**src/rtl/assert_macros.svh**
```systemverilog
// ----------------------------------------------------------------------------
// Assertion macros
// Shared concurrent assertion forms, clocked, with reset as disable.
// ----------------------------------------------------------------------------
`ifndef ASSERT_MACROS_SVH
`define ASSERT_MACROS_SVH

// Same-cycle implication
`define ASSERT_SAME(lbl, clk, rstn, ante, cons, msg) \
  lbl: assert property (@(posedge clk) disable iff (!rstn) (ante) |-> (cons)) \
    else $error(msg);

// Next-cycle implication
`define ASSERT_NEXT(lbl, clk, rstn, ante, cons, msg) \
  lbl: assert property (@(posedge clk) disable iff (!rstn) (ante) |=> (cons)) \
    else $error(msg);

`endif

```
**src/rtl/kdpc_pkg.sv**
```systemverilog
// ----------------------------------------------------------------------------
// kdpc_pkg
// Types, constants and codes of the key debounce / press classifier.
// ----------------------------------------------------------------------------
`timescale 1ns / 1ps

package kdpc_pkg;

  localparam int NUM_KEYS  = 3;
  localparam int KEY_W     = 2;
  localparam int TIME_W    = 32;
  localparam int SCORE_W   = 4;
  localparam int CFG_IDX_W = 2;
  localparam int DIV_CNT_W = $clog2(TIME_W);

  localparam logic [SCORE_W-1:0] INST_UP   = SCORE_W'(3);
  localparam logic [SCORE_W-1:0] INST_DOWN = SCORE_W'(1);
  localparam logic [SCORE_W-1:0] INST_FLIP = SCORE_W'(8);

  // Configuration register indexes
  localparam logic [CFG_IDX_W-1:0] CFG_SHORT  = CFG_IDX_W'(0);
  localparam logic [CFG_IDX_W-1:0] CFG_LONG   = CFG_IDX_W'(1);
  localparam logic [CFG_IDX_W-1:0] CFG_REPEAT = CFG_IDX_W'(2);

  localparam logic [TIME_W-1:0] SHORT_RST  = TIME_W'(350);
  localparam logic [TIME_W-1:0] LONG_RST   = TIME_W'(700);
  localparam logic [TIME_W-1:0] REPEAT_RST = TIME_W'(200);

  typedef enum logic [1:0] {
    ACT_NONE   = 2'd0,
    ACT_SHORT  = 2'd1,
    ACT_LONG   = 2'd2,
    ACT_REPEAT = 2'd3
  } press_action_t;

  // One key's stored state
  typedef struct packed {
    logic              stable;
    logic [TIME_W-1:0] change_time;
    logic [SCORE_W-1:0] score;
  } entry_t;

  localparam entry_t ENTRY_RST = '{stable: 1'b1, change_time: '0, score: '0};

  typedef struct packed {
    logic             rd_en;
    logic [KEY_W-1:0] rd_addr;
    logic             wr_en;
    logic [KEY_W-1:0] wr_addr;
    entry_t           wr_data;
  } mem_req_t;

  typedef struct packed {
    logic              start;
    logic [TIME_W-1:0] dividend;
    logic [TIME_W-1:0] divisor;
  } div_req_t;

  typedef struct packed {
    logic done;
    logic rem_zero;
  } div_rsp_t;

endpackage

```
**src/rtl/kdpc_in_if.sv**
```systemverilog
// ----------------------------------------------------------------------------
// kdpc_in_if
// Sample channel: one poll sample of one key per item.
// ----------------------------------------------------------------------------
`timescale 1ns / 1ps

interface kdpc_in_if;
  logic                          valid;
  logic                          ready;
  logic [kdpc_pkg::KEY_W-1:0]    key_index;
  logic                          raw_level;
  logic [kdpc_pkg::TIME_W-1:0]   now_ms;
  logic                          initialize;

  modport source (output valid, key_index, raw_level, now_ms, initialize, input ready);
  modport sink   (input valid, key_index, raw_level, now_ms, initialize, output ready);
endinterface

```
**src/rtl/kdpc_out_if.sv**
```systemverilog
// ----------------------------------------------------------------------------
// kdpc_out_if
// Result channel: debounced state and press classification per item.
// ----------------------------------------------------------------------------
`timescale 1ns / 1ps

interface kdpc_out_if;
  logic                          valid;
  logic                          ready;
  logic [kdpc_pkg::KEY_W-1:0]    key_id;
  logic [kdpc_pkg::TIME_W-1:0]   held_ms;
  logic                          pressed;
  logic                          changed;
  logic [1:0]                    press_action;

  modport source (output valid, key_id, held_ms, pressed, changed, press_action,
                  input ready);
  modport sink   (input valid, key_id, held_ms, pressed, changed, press_action,
                  output ready);
endinterface

```
**src/rtl/kdpc_cfg_if.sv**
```systemverilog
// ----------------------------------------------------------------------------
// kdpc_cfg_if
// Configuration write channel: register index and write data.
// ----------------------------------------------------------------------------
`timescale 1ns / 1ps

interface kdpc_cfg_if;
  logic                             valid;
  logic                             ready;
  logic [kdpc_pkg::CFG_IDX_W-1:0]   index;
  logic [kdpc_pkg::TIME_W-1:0]      data;

  modport source (output valid, index, data, input ready);
  modport sink   (input valid, index, data, output ready);
endinterface

```
**src/rtl/key_debounce_press_classifier_top.sv**
```systemverilog
// An initialize item or one for an unknown key is taken and gives no result.
// Other items: the key state is read at accept, updated and written back, then the result
// is registered; the repeat test first waits for the remainder unit, which resolves one bit
// of a 32-bit word per cycle. One item at a time, taken from the cycle after the previous
// result is registered; the result register waits while the output stalls.
// Reset (rst_n, synchronous): registers to 350/700/200, all keys released, no result pending.
// ----------------------------------------------------------------------------
// key_debounce_press_classifier_top
// Per-key debouncer with press-duration classification.
// ----------------------------------------------------------------------------
`timescale 1ns / 1ps
`include "assert_macros.svh"

module key_debounce_press_classifier_top (
  input  logic       clk,
  input  logic       rst_n,
  kdpc_in_if.sink    in_ch,
  kdpc_out_if.source out_ch,
  kdpc_cfg_if.sink   cfg_ch
);

  kdpc_pkg::mem_req_t mem_req;
  kdpc_pkg::entry_t   rd_entry;
  kdpc_pkg::div_req_t div_req;
  kdpc_pkg::div_rsp_t div_rsp;

  // Sequencer
  kdpc_ctrl u_ctrl (
    .clk      (clk),
    .rst_n    (rst_n),
    .in_ch    (in_ch),
    .out_ch   (out_ch),
    .cfg_ch   (cfg_ch),
    .mem_req  (mem_req),
    .rd_entry (rd_entry),
    .div_req  (div_req),
    .div_rsp  (div_rsp)
  );

  // Key state memory
  kdpc_state_mem u_mem (
    .clk      (clk),
    .rst_n    (rst_n),
    .req      (mem_req),
    .rd_entry (rd_entry)
  );

  // Repeat period remainder
  kdpc_mod_unit u_mod (
    .clk   (clk),
    .rst_n (rst_n),
    .req   (div_req),
    .rsp   (div_rsp)
  );

  `ASSERT_SAME(a_rw_excl, clk, rst_n, mem_req.rd_en, !mem_req.wr_en, "read and write-back overlap")
  `ASSERT_NEXT(a_busy_after_rd, clk, rst_n, mem_req.rd_en, !in_ch.ready, "item taken during update")
  `ASSERT_SAME(a_div_busy, clk, rst_n, div_rsp.done, !in_ch.ready, "remainder done while idle")

endmodule

```
**src/rtl/kdpc_state_mem.sv**
```systemverilog
// ----------------------------------------------------------------------------
// kdpc_state_mem
// Per-key state memory, registered read; unwritten keys read as reset.
// ----------------------------------------------------------------------------
`timescale 1ns / 1ps

module kdpc_state_mem (
  input  logic               clk,
  input  logic               rst_n,
  input  kdpc_pkg::mem_req_t req,
  output kdpc_pkg::entry_t   rd_entry
);

  kdpc_pkg::entry_t                 mem [kdpc_pkg::NUM_KEYS];
  logic [kdpc_pkg::NUM_KEYS-1:0]    vld_r;
  kdpc_pkg::entry_t                 rd_data_r;
  logic                             rd_vld_r;

  // Storage array
  always_ff @(posedge clk) begin
    if (req.wr_en) begin
      mem[req.wr_addr] <= req.wr_data;
    end
    if (req.rd_en) begin
      rd_data_r <= mem[req.rd_addr];
    end
  end

  // Written flags; a never-written key returns the reset entry
  always_ff @(posedge clk) begin
    if (!rst_n) begin
      vld_r    <= '0;
      rd_vld_r <= 1'b0;
    end else begin
      if (req.wr_en) begin
        vld_r[req.wr_addr] <= 1'b1;
      end
      if (req.rd_en) begin
        rd_vld_r <= vld_r[req.rd_addr];
      end
    end
  end

  assign rd_entry = rd_vld_r ? rd_data_r : kdpc_pkg::ENTRY_RST;

endmodule

```
**src/rtl/kdpc_mod_unit.sv**
```systemverilog
// ----------------------------------------------------------------------------
// kdpc_mod_unit
// Restoring remainder unit, one quotient bit per cycle; reports a zero remainder.
// ----------------------------------------------------------------------------
`timescale 1ns / 1ps

module kdpc_mod_unit (
  input  logic               clk,
  input  logic               rst_n,
  input  kdpc_pkg::div_req_t req,
  output kdpc_pkg::div_rsp_t rsp
);

  logic                              busy_r;
  logic                              done_r;
  logic [kdpc_pkg::DIV_CNT_W-1:0]    cnt_r;
  logic [kdpc_pkg::TIME_W-1:0]       rem_r;
  logic [kdpc_pkg::TIME_W-1:0]       dvd_r;
  logic [kdpc_pkg::TIME_W-1:0]       dvs_r;
  logic [kdpc_pkg::TIME_W:0]         trial;
  logic [kdpc_pkg::TIME_W:0]         diff;
  logic [kdpc_pkg::TIME_W-1:0]       rem_nxt;

  // One restoring step
  always_comb begin
    trial   = {rem_r, dvd_r[kdpc_pkg::TIME_W-1]};
    diff    = trial - {1'b0, dvs_r};
    rem_nxt = diff[kdpc_pkg::TIME_W] ? trial[kdpc_pkg::TIME_W-1:0]
                                     : diff[kdpc_pkg::TIME_W-1:0];
  end

  // Control
  always_ff @(posedge clk) begin
    if (!rst_n) begin
      busy_r <= 1'b0;
      done_r <= 1'b0;
      cnt_r  <= '0;
    end else begin
      done_r <= 1'b0;
      if (req.start) begin
        busy_r <= 1'b1;
        cnt_r  <= '0;
      end else if (busy_r) begin
        cnt_r <= cnt_r + 1'b1;
        if (cnt_r == kdpc_pkg::DIV_CNT_W'(kdpc_pkg::TIME_W - 1)) begin
          busy_r <= 1'b0;
          done_r <= 1'b1;
        end
      end
    end
  end

  // Datapath
  always_ff @(posedge clk) begin
    if (req.start) begin
      rem_r <= '0;
      dvd_r <= req.dividend;
      dvs_r <= req.divisor;
    end else if (busy_r) begin
      rem_r <= rem_nxt;
      dvd_r <= {dvd_r[kdpc_pkg::TIME_W-2:0], 1'b0};
    end
  end

  assign rsp.done     = done_r;
  assign rsp.rem_zero = (rem_r == '0);

endmodule

```
**src/rtl/kdpc_ctrl.sv**
```systemverilog
// ----------------------------------------------------------------------------
// kdpc_ctrl
// Sequencer: read-modify-write of key state, classification, result register.
// ----------------------------------------------------------------------------
`timescale 1ns / 1ps

module kdpc_ctrl (
  input  logic               clk,
  input  logic               rst_n,
  kdpc_in_if.sink            in_ch,
  kdpc_out_if.source         out_ch,
  kdpc_cfg_if.sink           cfg_ch,
  output kdpc_pkg::mem_req_t mem_req,
  input  kdpc_pkg::entry_t   rd_entry,
  output kdpc_pkg::div_req_t div_req,
  input  kdpc_pkg::div_rsp_t div_rsp
);

  typedef enum logic [1:0] {
    ST_IDLE,
    ST_UPDATE,
    ST_DIV,
    ST_EMIT
  } state_t;

  state_t                          state_r;
  logic [kdpc_pkg::TIME_W-1:0]     short_r;
  logic [kdpc_pkg::TIME_W-1:0]     long_r;
  logic [kdpc_pkg::TIME_W-1:0]     repeat_r;

  // Latched sample
  logic [kdpc_pkg::KEY_W-1:0]      key_r;
  logic                            raw_r;
  logic [kdpc_pkg::TIME_W-1:0]     now_r;

  // Pending result
  logic [kdpc_pkg::KEY_W-1:0]      res_key_r;
  logic [kdpc_pkg::TIME_W-1:0]     res_held_r;
  logic                            res_pressed_r;
  logic                            res_changed_r;
  kdpc_pkg::press_action_t         res_act_r;

  // Output register
  logic                            out_valid_r;
  logic [kdpc_pkg::KEY_W-1:0]      out_key_r;
  logic [kdpc_pkg::TIME_W-1:0]     out_held_r;
  logic                            out_pressed_r;
  logic                            out_changed_r;
  kdpc_pkg::press_action_t         out_act_r;

  logic                            in_acc;
  logic                            key_ok;
  logic [kdpc_pkg::TIME_W-1:0]     held;
  logic                            mismatch;
  logic [kdpc_pkg::SCORE_W-1:0]    score;
  logic                            flip;
  kdpc_pkg::entry_t                upd;
  logic                            is_short;
  logic                            is_long;
  logic                            need_div;

  assign in_ch.ready  = (state_r == ST_IDLE);
  assign cfg_ch.ready = 1'b1;
  assign in_acc       = in_ch.valid && in_ch.ready;
  assign key_ok       = (in_ch.key_index < kdpc_pkg::KEY_W'(kdpc_pkg::NUM_KEYS));

  // Score update and classification on the entry just read
  always_comb begin
    held     = now_r - rd_entry.change_time;
    mismatch = (raw_r != rd_entry.stable);
    if (mismatch) begin
      score = rd_entry.score + kdpc_pkg::INST_UP;
    end else if (rd_entry.score != '0) begin
      score = rd_entry.score - kdpc_pkg::INST_DOWN;
    end else begin
      score = '0;
    end
    flip = (score >= kdpc_pkg::INST_FLIP);
    upd.stable      = flip ? raw_r : rd_entry.stable;
    upd.change_time = flip ? now_r : rd_entry.change_time;
    upd.score       = flip ? '0 : score;
    is_short = (held < short_r);
    is_long  = (held < long_r);
    need_div = !is_short && !is_long && (repeat_r != '0);
  end

  // Memory requests: init write or read at accept, write-back in update
  always_comb begin
    mem_req         = '0;
    mem_req.rd_addr = in_ch.key_index;
    mem_req.rd_en   = in_acc && key_ok && !in_ch.initialize;
    if (state_r == ST_UPDATE) begin
      mem_req.wr_en   = 1'b1;
      mem_req.wr_addr = key_r;
      mem_req.wr_data = upd;
    end else begin
      mem_req.wr_en   = in_acc && key_ok && in_ch.initialize;
      mem_req.wr_addr = in_ch.key_index;
      mem_req.wr_data = '{stable: in_ch.raw_level, change_time: in_ch.now_ms, score: '0};
    end
  end

  // Repeat tick test: (held - long) mod repeat
  always_comb begin
    div_req.start    = (state_r == ST_UPDATE) && need_div;
    div_req.dividend = held - long_r;
    div_req.divisor  = repeat_r;
  end

  // Configuration registers
  always_ff @(posedge clk) begin
    if (!rst_n) begin
      short_r  <= kdpc_pkg::SHORT_RST;
      long_r   <= kdpc_pkg::LONG_RST;
      repeat_r <= kdpc_pkg::REPEAT_RST;
    end else if (cfg_ch.valid) begin
      unique case (cfg_ch.index)
        kdpc_pkg::CFG_SHORT:  short_r  <= cfg_ch.data;
        kdpc_pkg::CFG_LONG:   long_r   <= cfg_ch.data;
        kdpc_pkg::CFG_REPEAT: repeat_r <= cfg_ch.data;
        default: ;
      endcase
    end
  end

  // Sequencer and output register
  always_ff @(posedge clk) begin
    if (!rst_n) begin
      state_r     <= ST_IDLE;
      out_valid_r <= 1'b0;
    end else begin
      // Emit state always leaves the output register full
      if (out_ch.ready && state_r != ST_EMIT) begin
        out_valid_r <= 1'b0;
      end
      unique case (state_r)
        ST_IDLE: begin
          if (in_acc && key_ok && !in_ch.initialize) begin
            key_r   <= in_ch.key_index;
            raw_r   <= in_ch.raw_level;
            now_r   <= in_ch.now_ms;
            state_r <= ST_UPDATE;
          end
        end
        ST_UPDATE: begin
          res_key_r     <= key_r;
          res_held_r    <= held;
          res_pressed_r <= !upd.stable;
          res_changed_r <= flip;
          if (is_short) begin
            res_act_r <= kdpc_pkg::ACT_SHORT;
          end else if (is_long) begin
            res_act_r <= kdpc_pkg::ACT_LONG;
          end else begin
            res_act_r <= kdpc_pkg::ACT_NONE;
          end
          state_r <= need_div ? ST_DIV : ST_EMIT;
        end
        ST_DIV: begin
          if (div_rsp.done) begin
            res_act_r <= div_rsp.rem_zero ? kdpc_pkg::ACT_REPEAT : kdpc_pkg::ACT_NONE;
            state_r   <= ST_EMIT;
          end
        end
        ST_EMIT: begin
          if (!out_valid_r || out_ch.ready) begin
            out_valid_r   <= 1'b1;
            out_key_r     <= res_key_r;
            out_held_r    <= res_held_r;
            out_pressed_r <= res_pressed_r;
            out_changed_r <= res_changed_r;
            out_act_r     <= res_act_r;
            state_r       <= ST_IDLE;
          end
        end
        default: state_r <= ST_IDLE;
      endcase
    end
  end

  assign out_ch.valid        = out_valid_r;
  assign out_ch.key_id       = out_key_r;
  assign out_ch.held_ms      = out_held_r;
  assign out_ch.pressed      = out_pressed_r;
  assign out_ch.changed      = out_changed_r;
  assign out_ch.press_action = out_act_r;

endmodule
```
**src/flat_wrapper.sv**
```systemverilog
// flat-port wrapper written by rule: the top's interface ports become plain ports
module key_debounce_press_classifier_top_flat 
  (clk, rst_n, in_ch_valid, in_ch_key_index, in_ch_raw_level, in_ch_now_ms, in_ch_initialize, in_ch_ready, out_ch_valid, out_ch_key_id, out_ch_held_ms, out_ch_pressed, out_ch_changed, out_ch_press_action, out_ch_ready, cfg_ch_valid, cfg_ch_index, cfg_ch_data, cfg_ch_ready);
  kdpc_in_if in_ch_i ();
  kdpc_out_if out_ch_i ();
  kdpc_cfg_if cfg_ch_i ();
  input  logic clk;
  input  logic rst_n;
  input wire logic [$bits(in_ch_i.valid)-1:0] in_ch_valid;
  input wire logic [$bits(in_ch_i.key_index)-1:0] in_ch_key_index;
  input wire logic [$bits(in_ch_i.raw_level)-1:0] in_ch_raw_level;
  input wire logic [$bits(in_ch_i.now_ms)-1:0] in_ch_now_ms;
  input wire logic [$bits(in_ch_i.initialize)-1:0] in_ch_initialize;
  output wire logic [$bits(in_ch_i.ready)-1:0] in_ch_ready;
  output wire logic [$bits(out_ch_i.valid)-1:0] out_ch_valid;
  output wire logic [$bits(out_ch_i.key_id)-1:0] out_ch_key_id;
  output wire logic [$bits(out_ch_i.held_ms)-1:0] out_ch_held_ms;
  output wire logic [$bits(out_ch_i.pressed)-1:0] out_ch_pressed;
  output wire logic [$bits(out_ch_i.changed)-1:0] out_ch_changed;
  output wire logic [$bits(out_ch_i.press_action)-1:0] out_ch_press_action;
  input wire logic [$bits(out_ch_i.ready)-1:0] out_ch_ready;
  input wire logic [$bits(cfg_ch_i.valid)-1:0] cfg_ch_valid;
  input wire logic [$bits(cfg_ch_i.index)-1:0] cfg_ch_index;
  input wire logic [$bits(cfg_ch_i.data)-1:0] cfg_ch_data;
  output wire logic [$bits(cfg_ch_i.ready)-1:0] cfg_ch_ready;
  assign in_ch_i.valid = in_ch_valid;
  assign in_ch_i.key_index = in_ch_key_index;
  assign in_ch_i.raw_level = in_ch_raw_level;
  assign in_ch_i.now_ms = in_ch_now_ms;
  assign in_ch_i.initialize = in_ch_initialize;
  assign in_ch_ready = in_ch_i.ready;
  assign out_ch_valid = out_ch_i.valid;
  assign out_ch_key_id = out_ch_i.key_id;
  assign out_ch_held_ms = out_ch_i.held_ms;
  assign out_ch_pressed = out_ch_i.pressed;
  assign out_ch_changed = out_ch_i.changed;
  assign out_ch_press_action = out_ch_i.press_action;
  assign out_ch_i.ready = out_ch_ready;
  assign cfg_ch_i.valid = cfg_ch_valid;
  assign cfg_ch_i.index = cfg_ch_index;
  assign cfg_ch_i.data = cfg_ch_data;
  assign cfg_ch_ready = cfg_ch_i.ready;
  key_debounce_press_classifier_top u_core (.clk(clk), .rst_n(rst_n), .in_ch(in_ch_i), .out_ch(out_ch_i), .cfg_ch(cfg_ch_i));
endmodule
```
**config.mk**
```make
export PLATFORM = sky130hd
export DESIGN_NAME = key_debounce_press_classifier_top_flat
export DESIGN_NICKNAME = d
export VERILOG_FILES = /design/src/rtl/kdpc_pkg.sv /design/src/rtl/kdpc_in_if.sv /design/src/rtl/kdpc_out_if.sv /design/src/rtl/kdpc_cfg_if.sv /design/src/rtl/key_debounce_press_classifier_top.sv /design/src/rtl/kdpc_state_mem.sv /design/src/rtl/kdpc_mod_unit.sv /design/src/rtl/kdpc_ctrl.sv /design/src/flat_wrapper.sv
export VERILOG_INCLUDE_DIRS = /design/src /design/src/rtl
export SDC_FILE = /design/constraint.sdc
export NUM_CORES = 1
export LEC_CHECK = 0
export BUFFER_PORTS_ARGS = -buffer_cell sky130_fd_sc_hd__buf_2
export CORE_MARGIN = 2
export CORE_UTILIZATION = 60
export CTS_CLUSTER_DIAMETER = 120
export DETAILED_ROUTE_END_ITERATION = 10
export PLACE_DENSITY = 0.78
export SLEW_MARGIN = 0
export SYNTH_ARGS = -nofsm -noshare
export SYNTH_HDL_FRONTEND = slang
export SYNTH_SLANG_ARGS = --single-unit
```
**constraint.sdc**
```tcl
create_clock -name clk -period 7.6 [get_ports clk]
set_clock_uncertainty 0.15 [all_clocks]
set_input_delay 0.76 -clock clk [delete_from_list [all_inputs] [get_ports clk]]
set_output_delay 0.76 -clock clk [all_outputs]
set_load 0.02 [all_outputs]
```
==> impl_metrics.json <==
{
  "cts_setup_buffers": 0,
  "fillCellCount": 2892,
  "synth_top_family_by_area": "compound AO/OA/AOI/OAI gates",
  "synth_xor_area_share_pct": 3.49,
  "dieArea_um2": 40200,
  "crit_family": "compound AO/OA/AOI/OAI gates",
  "synthesis.area_um2": 23200,
  "die_y_um": 200,
  "synthAdderAreaFrac_pct": 7.45,
  "numClockSinks": 465,
  "drc": 0,
  "grt_pass1_wl_um": 84700,
  "drt_wl_total_um": 53400,
  "grt_max_degree": 100,
  "syn_area_per_cell_um2": 10.6,
  "synthSimpleGateAreaFrac_pct": 12.5,
  "cellPowerDensity_nw_per_um2": 341,
  "synthArstFlopShare_pct": 0,
  "grt_usage_pct": 26.2,
  "max_stage_delay_ns": 0.73,
  "numCtsBuffers": 48,
  "slew_viol_final": 0,
  "core_area_um2": 37800,
  "drtIter0Drc": 1264,
  "rsz0062_at_grt": "false",
  "drive_gt1_share_pct": 11.4,
  "rows": 71,
  "setup_viol": 0,
  "place_congestion": 0.930,
  "cts_tree": "yes",
  "crit_fanout": 37,
  "hold_viol": 0,
  "synth_top_area_share_pct": 41.9,
  "regArea_um2": 12500,
  "clk_path_buf_depth": 3,
  "power_frac_comb_pct": 33.9,
  "sw_frac_of_total_pct": 34.4,
  "ys_ff_latch": 465,
  "holdPathStages": 1,
  "fin_setup_tns_ns": 0,
  "p_int_w": 0.00576,
  "io_pins": 116,
  "wire_per_inst_um": 18.9,
  "via_count": 16589,
  "port_buffers": 114,
  "worstHoldStart": "in_ch_now_ms[16]",
  "start_kind": "register",
  "grt-ovfl-total": 0,
  "multi_input_area_um2": 9800,
  "timing.rr.end": "u_core.u_mod.dvd_r[5]$_DFFE_PP_",
  "ys_seq_area_share_pct": 54.2,
  "hold_class": "primary input to register",
  "clk_pin_slew_ns": 0.06,
  "synth_ff_type": "edfxtp_1",
  "dr.pass1.iters": 5,
  "synth_area_leaders": "edfxtp_1, dfxtp_1, ha_1, nand2_1, mux2i_1",
  "grt_pass1_vias": 16313,
  "die_x_um": 200,
  "viasPerCell": 5.88,
  "synth_top_area_cell": "edfxtp_1",
  "r2r_slack_ns": 0.45,
  "critPathMostFrequentCell": "nor2_1",
  "antenna_left": 0,
  "ys_warn_count": 0,
  "synth_edf_count": 323,
  "synth_compound_gate_area_share_pct": 14.6,
  "area_growth_pct": 11.3,
  "place_area_um2": 24200,
  "end_kind": "register",
  "hold_buffers": 0,
  "tightest_slew_ns": 1.16,
  "synthDistinctLibCells": 76,
  "vdd_drop_max_uv": 276,
  "fmax_ghz": 0.140,
  "min_to": "u_core.u_ctrl.now_r[16]$_DFFE_PP_",
  "synthMuxAreaShare_pct": 4.07,
  "crit_slowest_cell": "or2_2",
  "r2r-start": "u_core.u_mem.rd_vld_r$_SDFFE_PN0P_",
  "pwr-share-clk_pct": 26.5,
  "htreeDepth": 2,
  "outcome": "complete, no violations",
  "cts_resized": 0,
  "finalCritPeriodShare_pct": 94.1,
  "fin_crit_ns": 7.15,
  "final_area_um2": 25800,
  "hpwl_um": 37000,
  "postSynthCellCount": 2176,
  "sequentialPowerShare_pct": 39.5,
  "cp.buffers_inverters": 2,
  "cp.required_ns": 7.66,
  "cp.arrival_ns": 7.22,
  "clk_latency_ns": 0.61,
  "power_leakage_nw": 9.65,
  "slew_headroom_pct": 22.3,
  "antenna_found_initial": 1,
  "start_util_pct": 61.2,
  "worstPathCellList": "buf_4 > nand2_1 > ha_1 > o21a_1 > a21oi_1 > o221ai_1 > nor2_1 > a31oi_1 > o31ai_1 > o21bai_1 > a21oi_1 > xnor2_1 > ha_1 > nand4_1 > nor2_1 > a2111oi_0 > o31a_1 > o21ai_0 > a22oi_1 > nor2_1 > nand3_2 > clkinv_2 > or2_2",
  "switching_power_w": 0.00303,
  "max-cap-violations": 0,
  "fin_nets": 2478,
  "crit_type": "register to register",
  "cts_root_buf": "clkbuf_16",
  "reg2reg_depth": 23
}
-- cells by family after synthesis --
family,after synthesis
AOI/OAI and AO/OA,504
xor gates and xnor gates,90
adders and majority gates,136
buffers and inverters,223
DFF,465
muxes,92
other,2
and+or+nand+nor,664
-- cell usage after synthesis (4+ instances only) --
library cell / count
o2111ai_1: 4
and3_1: 4
o22ai_1: 5
nand2_1: 350
xnor2_1: 56
nor4_1: 19
dfxtp_1: 142
ha_1: 133
mux2_2: 17
a21boi_0: 86
buf_2: 4
a31o_2: 4
o21bai_1: 7
o31ai_1: 5
o21a_1: 27
clkbuf_1: 83
and2_1: 4
a21oi_1: 93
o211ai_1: 20
o31a_1: 4
nand3_1: 58
a21o_1: 41
nor2_1: 137
mux2i_1: 75
nor3_1: 15
nand4_1: 16
inv_1: 128
buf_1: 4
nor2b_1: 16
a211oi_1: 38
edfxtp_1: 323
nand2b_1: 19
nor3b_1: 6
a31oi_1: 38
o21ai_0: 95
xor2_1: 33
or2_2: 5
-- how the worst max path moves through the flow --
| stage | startpoint | end | slack [ns] | cells after the start |
|---|---|---|---|---|
| floorplan | u_core.u_mem.rd_vld_r$_SDFFE_PN0P_ | u_core.u_mod.dvd_r[0]$_SDFFCE_PN0P_ | 1.60 | 27 |
| global placement | u_core.u_mem.rd_vld_r$_SDFFE_PN0P_ | u_core.u_mod.dvd_r[8]$_DFFE_PP_ | 0.90 | 23 |
| detailed placement | u_core.u_mem.rd_vld_r$_SDFFE_PN0P_ | u_core.u_mod.dvd_r[9]$_DFFE_PP_ | 0.56 | 23 |
| CTS | u_core.u_mem.rd_vld_r$_SDFFE_PN0P_ | u_core.u_mod.dvd_r[5]$_DFFE_PP_ | 0.51 | 23 |
| global route | u_core.u_mem.rd_vld_r$_SDFFE_PN0P_ | u_core.u_mod.dvd_r[5]$_DFFE_PP_ | 0.01 | 23 |
| finish | u_core.u_mem.rd_vld_r$_SDFFE_PN0P_ | u_core.u_mod.dvd_r[5]$_DFFE_PP_ | 0.45 | 23 |
-- stage by stage --
step           hold WS, ns  setup slack [ns]  cells  utilization [%]  total power, W
2_1_floorplan        0.250              1.60   2178                -         0.00576
3_3_place_gp         0.252             0.897   2728             63.9         0.00635
3_5_place_dp         0.255             0.556   2728             63.9         0.00646
4_1_cts              0.167             0.511   2818             68.1         0.00881
5_1_grt              0.182            0.0141   2818             68.1         0.00926
6_report             0.196             0.449   2819             68.1         0.00879
-- routing by layer --
metal	global-route usage (%)	routed length (µm)	up-vias
met5	0	0	-
li1	-	-	8002
met1	33.7	22200	7964
met3	3.81	3290	108
met4	8.68	1420	0
met2	45.8	26500	515
-- layout make-up --
cell class | instances | area share [%]
diodes | 1 | 0.00971
flip-flops and latches | 465 | 48.7
clock buffers | 61 | 5.05
clock inverters | 29 | 1.05
well taps | 511 | 2.48
inverters | 128 | 1.87
repair buffers | 134 | 2.80
multi-input cells | 1490 | 38.0
-- power groups by stage --
stage          Clock, W  Sequential, W  Combinational, W
3_5_place_dp          0        0.00352           0.00294
3_3_place_gp          0        0.00351           0.00285
2_1_floorplan         0        0.00345           0.00230
5_1_grt         0.00246        0.00351           0.00329
6_report        0.00233        0.00347           0.00298
4_1_cts         0.00237        0.00347           0.00297
-- worst reg2reg max path: stages, from the launching register on --
cell       delay, ns
dfxtp_2         0.49
buf_4           0.42
nand2_1         0.11
ha_1            0.35
o21a_1          0.15
a21oi_1         0.27
o221ai_1        0.19
nor2_1          0.25
a31oi_1         0.20
o31ai_1         0.52
o21bai_1        0.12
a21oi_1         0.19
xnor2_1         0.21
ha_1            0.31
nand4_1         0.09
nor2_1          0.06
a2111oi_0       0.48
o31a_1          0.22
o21ai_0         0.08
a22oi_1         0.31
nor2_1          0.13
nand3_2         0.30
clkinv_2        0.43
or2_2           0.73
-- sequential cells by signal (all words and copies together) (netlist names), 5 cells and up --
name                          cells
u_core.u_mod.rem_r               32
u_core.u_mod.dvd_r               32
u_core.u_mem.mem                111
u_core.u_ctrl.repeat_r           32
u_core.u_mod.cnt_r                5
u_core.u_ctrl.short_r            32
u_core.u_mod.dvs_r               32
u_core.u_ctrl.res_held_r         32
u_core.u_ctrl.long_r             32
u_core.u_mem.rd_data_r           37
u_core.u_ctrl.now_r              32
u_core.u_ctrl.out_ch.held_ms     32
-- layout by cell type (no fill, tap or decap), drive strengths merged, types with 19 or more instances in the layout --
| cell type | n |
|---|---|
| inv | 130 |
| dfxtp | 142 |
| ha | 133 |
| xnor2 | 56 |
| buf | 134 |
| a31oi | 38 |
| clkbuf | 61 |
| a21o | 41 |
| nor4 | 20 |
| mux2i | 75 |
| nand2 | 350 |
| nand3 | 59 |
| a21oi | 93 |
| edfxtp | 323 |
| a211oi | 40 |
| o21a | 28 |
| nor2 | 137 |
| o21ai | 96 |
| a21boi | 86 |
| xor2 | 34 |
| nand2b | 19 |
| o211ai | 20 |
| clkinv | 23 |
No activity file was read; power rests on OpenSTA's default activity.
